## src/design/vsc_pkg.sv

```systemverilog
// Package of the voxel silhouette carving block: register codes, shared types.
// Depends on nothing.
`timescale 1ns / 1ps
package vsc_pkg;
    localparam int COEF_W   = 32;
    localparam int SUM_W    = 64;
    localparam int QUOT_W   = 64;
    localparam int MASK_IDX_W = 19;

    localparam logic [2:0] REG_ROW0_AB = 3'd0;
    localparam logic [2:0] REG_ROW0_CD = 3'd1;
    localparam logic [2:0] REG_ROW1_AB = 3'd2;
    localparam logic [2:0] REG_ROW1_CD = 3'd3;
    localparam logic [2:0] REG_ROW2_AB = 3'd4;
    localparam logic [2:0] REG_ROW2_CD = 3'd5;
    localparam logic [2:0] REG_WIDTH   = 3'd6;
    localparam logic [2:0] REG_HEIGHT  = 3'd7;

    localparam logic MODE_WRITE = 1'b0;
    localparam logic MODE_TEST  = 1'b1;

    // A classified request as it crosses the queue from front to back.
    typedef struct packed {
        logic                     mode;
        logic                     coords_ok;
        logic signed [SUM_W-1:0]  sx;
        logic signed [SUM_W-1:0]  sy;
        logic signed [SUM_W-1:0]  sw;
        logic [MASK_IDX_W-1:0]    mask_word_index;
        logic [31:0]              mask_bits;
    } vsc_req_t;

    typedef struct packed {
        logic               keep;
        logic               in_bounds;
        logic signed [15:0] pixel_u;
        logic signed [15:0] pixel_v;
    } vsc_res_t;
endpackage

```

## src/design/vsc_queue.sv

```systemverilog
// Short queue of classified requests between the front and back parts.
// Depends on vsc_pkg.
`timescale 1ns / 1ps
module vsc_queue #(
    parameter int DEPTH = 4
) (
    input  logic              aclk,
    input  logic              aresetn,
    input  logic              in_valid,
    output logic              in_ready,
    input  vsc_pkg::vsc_req_t in_req,
    output logic              out_valid,
    input  logic              out_ready,
    output vsc_pkg::vsc_req_t out_req
);
    import vsc_pkg::*;
    localparam int AW = $clog2(DEPTH);

    vsc_req_t        mem_reg [0:DEPTH-1];
    logic [AW-1:0]   wp_reg, rp_reg;
    logic [AW:0]     cnt_reg;
    logic            push, pop;

    assign in_ready  = cnt_reg != (AW+1)'(DEPTH);
    assign out_valid = cnt_reg != '0;
    assign out_req   = mem_reg[rp_reg];
    assign push = in_valid && in_ready;
    assign pop  = out_valid && out_ready;

    always_ff @(posedge aclk) begin
        if (!aresetn) begin
            wp_reg  <= '0;
            rp_reg  <= '0;
            cnt_reg <= '0;
        end else begin
            if (push) wp_reg <= (wp_reg == AW'(DEPTH-1)) ? '0 : wp_reg + 1'b1;
            if (pop)  rp_reg <= (rp_reg == AW'(DEPTH-1)) ? '0 : rp_reg + 1'b1;
            cnt_reg <= cnt_reg + (AW+1)'(push) - (AW+1)'(pop);
        end
    end

    always_ff @(posedge aclk) begin
        if (push) mem_reg[wp_reg] <= in_req;
    end
endmodule

```

## config.mk

```make
export PLATFORM = sky130hd
export DESIGN_NAME = vsc_queue
export DESIGN_NICKNAME = d
export VERILOG_FILES = /design/src/design/vsc_pkg.sv /design/src/design/vsc_queue.sv
export SDC_FILE = /design/constraint.sdc
export NUM_CORES = 1
export LEC_CHECK = 0
export BUFFER_PORTS_ARGS = -buffer_cell sky130_fd_sc_hd__buf_2
export CORE_ASPECT_RATIO = 0.8
export CORE_UTILIZATION = 51
export DETAILED_ROUTE_END_ITERATION = 16
export PLACE_DENSITY = 0.75
export SLEW_MARGIN = 20
export SYNTH_ARGS = -nofsm -noshare
export SYNTH_HDL_FRONTEND = slang
export SYNTH_SLANG_ARGS = --single-unit
```

## constraint.sdc

```tcl
create_clock -name aclk -period 6.83 [get_ports aclk]
set_input_delay 0.3415 -clock aclk [delete_from_list [all_inputs] [get_ports aclk]]
set_output_delay 0.3415 -clock aclk [all_outputs]
set_load 0.01 [all_outputs]
```

After elaboration in Yosys (flattened, before gate mapping)
Memories as Yosys holds them, arrays and structs flattened. A register that Yosys moved wholly into a read port is not among the register bits.
Cells that the tools add are included.
Widths: inputs -> output; s select.
Word-level totals
  register bits: 7
  output and inout port bits: 247
  memory bits (writable): 980
  memories: 1
  logic and storage cells: 20
  input bits: 249
Memory list
  mem_reg: words 4, width 245, rd ports 1, clocked after memory_dff 1, wr ports 1, line vsc_queue.sv:19  | vsc_req_t mem_reg [0:DEPTH-1];
Operators by class
  $add $sub $neg: 4
  multiplexer cells: 6
  reduce and logical (&&, ||, !) cells: 3
  equality and inequality tests: 3
Operators by type and width (count)
  $mux 2: 4
  $add 2x1->2 const B: 2
  $eq 2x2->1 const B: 2
  $add 3x1->3: 1
  $ne 3x3->1 const B: 1
  $reduce_bool 3->1: 1
  $sub 3x1->3: 1
  $logic_and 1x1->1: 2
  $mux 1: 2

Longest topological paths before layout
  depth in word-level cells: 4
  mapped depth: 12
  mapped depth without buffers: 11

Worst setup path before layout
Ideal clock, no wire load.
  kind: reg2reg
  start: register cnt_reg[1]
  end: memory mem_reg[1][0] (netlist bit), enable pin
  arrival: 6.348 ns
  clock period less this slack: 6.987 ns
  slack: -0.157 ns
  cell stages (with the launch flop): 4
  required time: 6.191 ns
  buffers on the path: 1
  cell sequence: dfxtp_1 > or3b_1 > clkbuf_2 > and3_1
Between the ends
  longest elaborated chain between the ends: 4
RTL lines
  start: declaration: line vsc_queue.sv:21  | logic [AW:0] cnt_reg;
  start signal: assignment: line vsc_queue.sv:38  | cnt_reg <= cnt_reg + (AW+1)'(push) - (AW+1)'(pop);
  $ne 3x3->1: line vsc_queue.sv:24  | assign in_ready = cnt_reg != (AW+1)'(DEPTH);
  named net in_ready: line vsc_queue.sv:10  | output logic in_ready,
  $logic_and 1x1->1: line vsc_queue.sv:27  | assign push = in_valid && in_ready;
  $mux 1: line vsc_queue.sv:43  | if (push) mem_reg[wp_reg] <= in_req;
  $mux 1 (not written as such): line vsc_queue.sv:43
  end: declaration: line vsc_queue.sv:19
The timed path passes the listed nets, and every way through them passes these cells.

==> impl_metrics.csv <==
group,metric,value,unit
flow_run,max-cap-violations,0,
timing,hold_viol_final,0,
clocking,cts_tree,"done",
synth,yosysWarnings,0,
synth,ys_ff_latch,989,
worst_setup_path,r2r_start,"cnt_reg[1]$_SDFF_PN0_",
clocking,htreeDepth,3,
clocking,cts.clk_slew.worst_paths,0.06,ns
drt,wire_per_inst,23.9,µm
drt,via_per_inst,5.48,
worst_setup_path,rrSetupSlack,3.84,ns
timing,setup_viol,0,
synth,syn_area_per_cell,26.9,µm²
global_route,grt_max_degree,161,
global_route,gr-usage-all-layers,20.8,%
global_route,first_global_vias,18296,
run_status,status,"finished clean",
drt,ant_nets,0,
synth,synth_nets,1588,
placed_design,portBuffers,495,
power,p_leak,15.0,nW
timing,skew,0.0204,ns
worst_setup_path,r2r_cells,3,
drt,routed_wl,75000,µm
floorplan,die_h,239,µm
clocking,cts_root_buffer,"clkbuf_16",
synth,ys_seq_area_share,82.8,%
timing,fin_setup_tns,0,ns
drt,drtIter0Drc,1248,
synth,syn_area,35700,µm²
global_route,gr-total-overflow,0,
drt,drt_first_pass_iters,5,
clocking,cts-resized-gates,0,
min_path,hp-class,"in -> reg",
placed_design,gp_congestion,0.746,
worst_setup_path,setup.worst_path.class,"reg -> out",
final_layout,nFillCells,4340,
timing,timing.fmax,278,MHz
min_path,hold_start,"aresetn",
worst_setup_path,arrival,3.25,ns
synth,yosysUniqueCellTypes,28,
worst_setup_path,critPathRequiredTime,6.49,ns
floorplan,start_util,51.7,%
floorplan,die_x,298,µm
timing,rsz0062_at_grt,"false",
drt,drc,0,
floorplan,rows,86,
worst_setup_path,startpoint_type,"register",
power,peakVddDrop,269,µV
final_layout,drive_gt1_share,40.6,%
synth,synthCells,1331,
min_path,holdPathStages,2,
power,power_density,356,nW/µm²
timing,fin_ws,3.23,ns
clocking,clock_latency,0.64,ns
placed_design,post-place-ws,3.80,ns
clocking,clock-sinks,989,
drt,vias,17188,
final_layout,largest_reg_flops,980,
global_route,antenna_found_initial,10,
timing,min_period,3.60,ns
floorplan,boundaryPins,496,
clocking,numCtsBuffers,93,
worst_setup_path,r2r_end,"mem_reg[1][161]$_DFFE_PP_",
floorplan,core_area,69100,µm²
final_layout,final_core_util,64.8,%
timing,finalCritPeriodShare,52.6,%
clocking,ctsLongestPathBuffers,3,
global_route,grt_pass1_wl,110000,µm
min_path,min_to,"cnt_reg[1]$_SDFF_PN0_",
floorplan,die_area,71200,µm²
final_layout,fin_nets,2382,
final_layout,synthToLayoutAreaGrowth,25.2,%
worst_setup_path,setup.worst_path.end_class,"primary output",
placed_design,hpwl,41200,µm
timing,maxSlewViolCount,0,
timing,tightest_slew,1.03,ns
timing,slew_headroom,31.0,%
worst_setup_path,critPathMaxFanout,97,
-- layout by cell type, fill, tap and decap left out, drive strengths merged, types with 3 or more instances in the layout --
master / instances
edfxtp: 980
ha: 7
diode: 7
buf: 509
bufinv: 7
clkbuf: 117
clkinv: 45
and3: 4
and2: 3
dlygate4sd3: 246
inv: 9
mux4: 245
dfxtp: 9
nand2: 5
o21ai: 3
-- power by group --
group | switching, W | internal, W | leakage (nW) | total [W]
combinational | 0.00178 | 0.00157 | 4.51 | 0.00335
sequential | 0.000214 | 0.00736 | 9.05 | 0.00757
clock | 0.00215 | 0.00286 | 1.47 | 0.00501
total | 0.00414 | 0.0118 | 15.0 | 0.0159
-- cells in the mapped netlist, drive strengths merged --
library cell  instances  area [µm²]
clkbuf                4        16.3
nand3                 2        10.0
inv                   6        22.5
and3                  4        28.8
or3                   1        7.51
dfxtp                 9         180
ha                    7        87.6
nand4                 1        6.26
nor2b                 1        6.26
o21ai                 3        15.0
fa                    1        20.0
xnor2                 2        17.5
o31ai                 1        7.51
mux4                245        5520
and2                  3        20.0
edfxtp              980       29400
mux2i                 1        10.0
or3b                  1        8.76
nand2                 5        18.8
nor2                  2        7.51
buf                  52         313
-- cell type report --
cell class	instances	area, µm²	area share (%)
Clock buffer	117	2500	5.59
Sequential cell	989	29600	66.2
Timing Repair Buffer	755	5150	11.5
Multi-Input combinational cell	280	5810	13.0
Inverter	6	22.5	0.0503
Tap cell	924	1160	2.58
Antenna cell	7	17.5	0.0392
Clock inverter	56	469	1.05
-- worst max-delay path by stage --
stage	cells after the start	end	slack, ns	from
after floorplan	3	mem_reg[0][0]$_DFFE_PP_	2.69	cnt_reg[1]$_SDFF_PN0_
after global placement	3	out_req[16]	3.78	register
after detailed placement	3	out_req[171]	3.80	register
after CTS	3	out_req[155]	3.09	register
after global routing	3	out_req[155]	2.96	register
final	3	out_req[39]	3.23	register
-- stage by stage --
| step | power, W | hold WS [ns] | area [µm²] | std cells |
|---|---|---|---|---|
| after floorplan | 0.00973 | 0.440 | 35800 | 1331 |
| after CTS | 0.0161 | 0.00594 | 44700 | 3126 |
| final | 0.0159 | 0.0605 | 44700 | 3134 |
| after global routing | 0.0165 | 0.0245 | 44700 | 3133 |
| after detailed placement | 0.0109 | 0.516 | 39300 | 2707 |
| after global placement | 0.0109 | 0.475 | 39300 | 2707 |
-- what timing repair did --
item,in CTS,in global routing
setup buffers,0,0
endpoints found under the hold margin,981,0
hold buffers,246,0
-- cell families after synthesis --
logic type               synth area share (%)
AND/OR/NAND/NOR                         0.319
adder cells (fa/ha/maj)                 0.301
XOR/XNOR                               0.0490
multiplexers                             15.5
flip-flops                               82.8
buffers and inverters                   0.983
AO/OA/AOI/OAI                          0.0630
-- worst max-delay path, cell delays in order, from the launching register on --
cell     delay, ns
dfxtp_4       0.93
buf_12        0.58
mux4_2        0.68
buf_2         0.18
-- layer usage --
layer  track usage (%)  up-vias  wire [µm]
met5                 0        -         49
met4              7.68        8       2190
met3              5.39      149       6000
met2              35.2      735      38800
met1              26.1     8892      28000
li1                  -     7404          -
(Power assumes the default switching activity.)
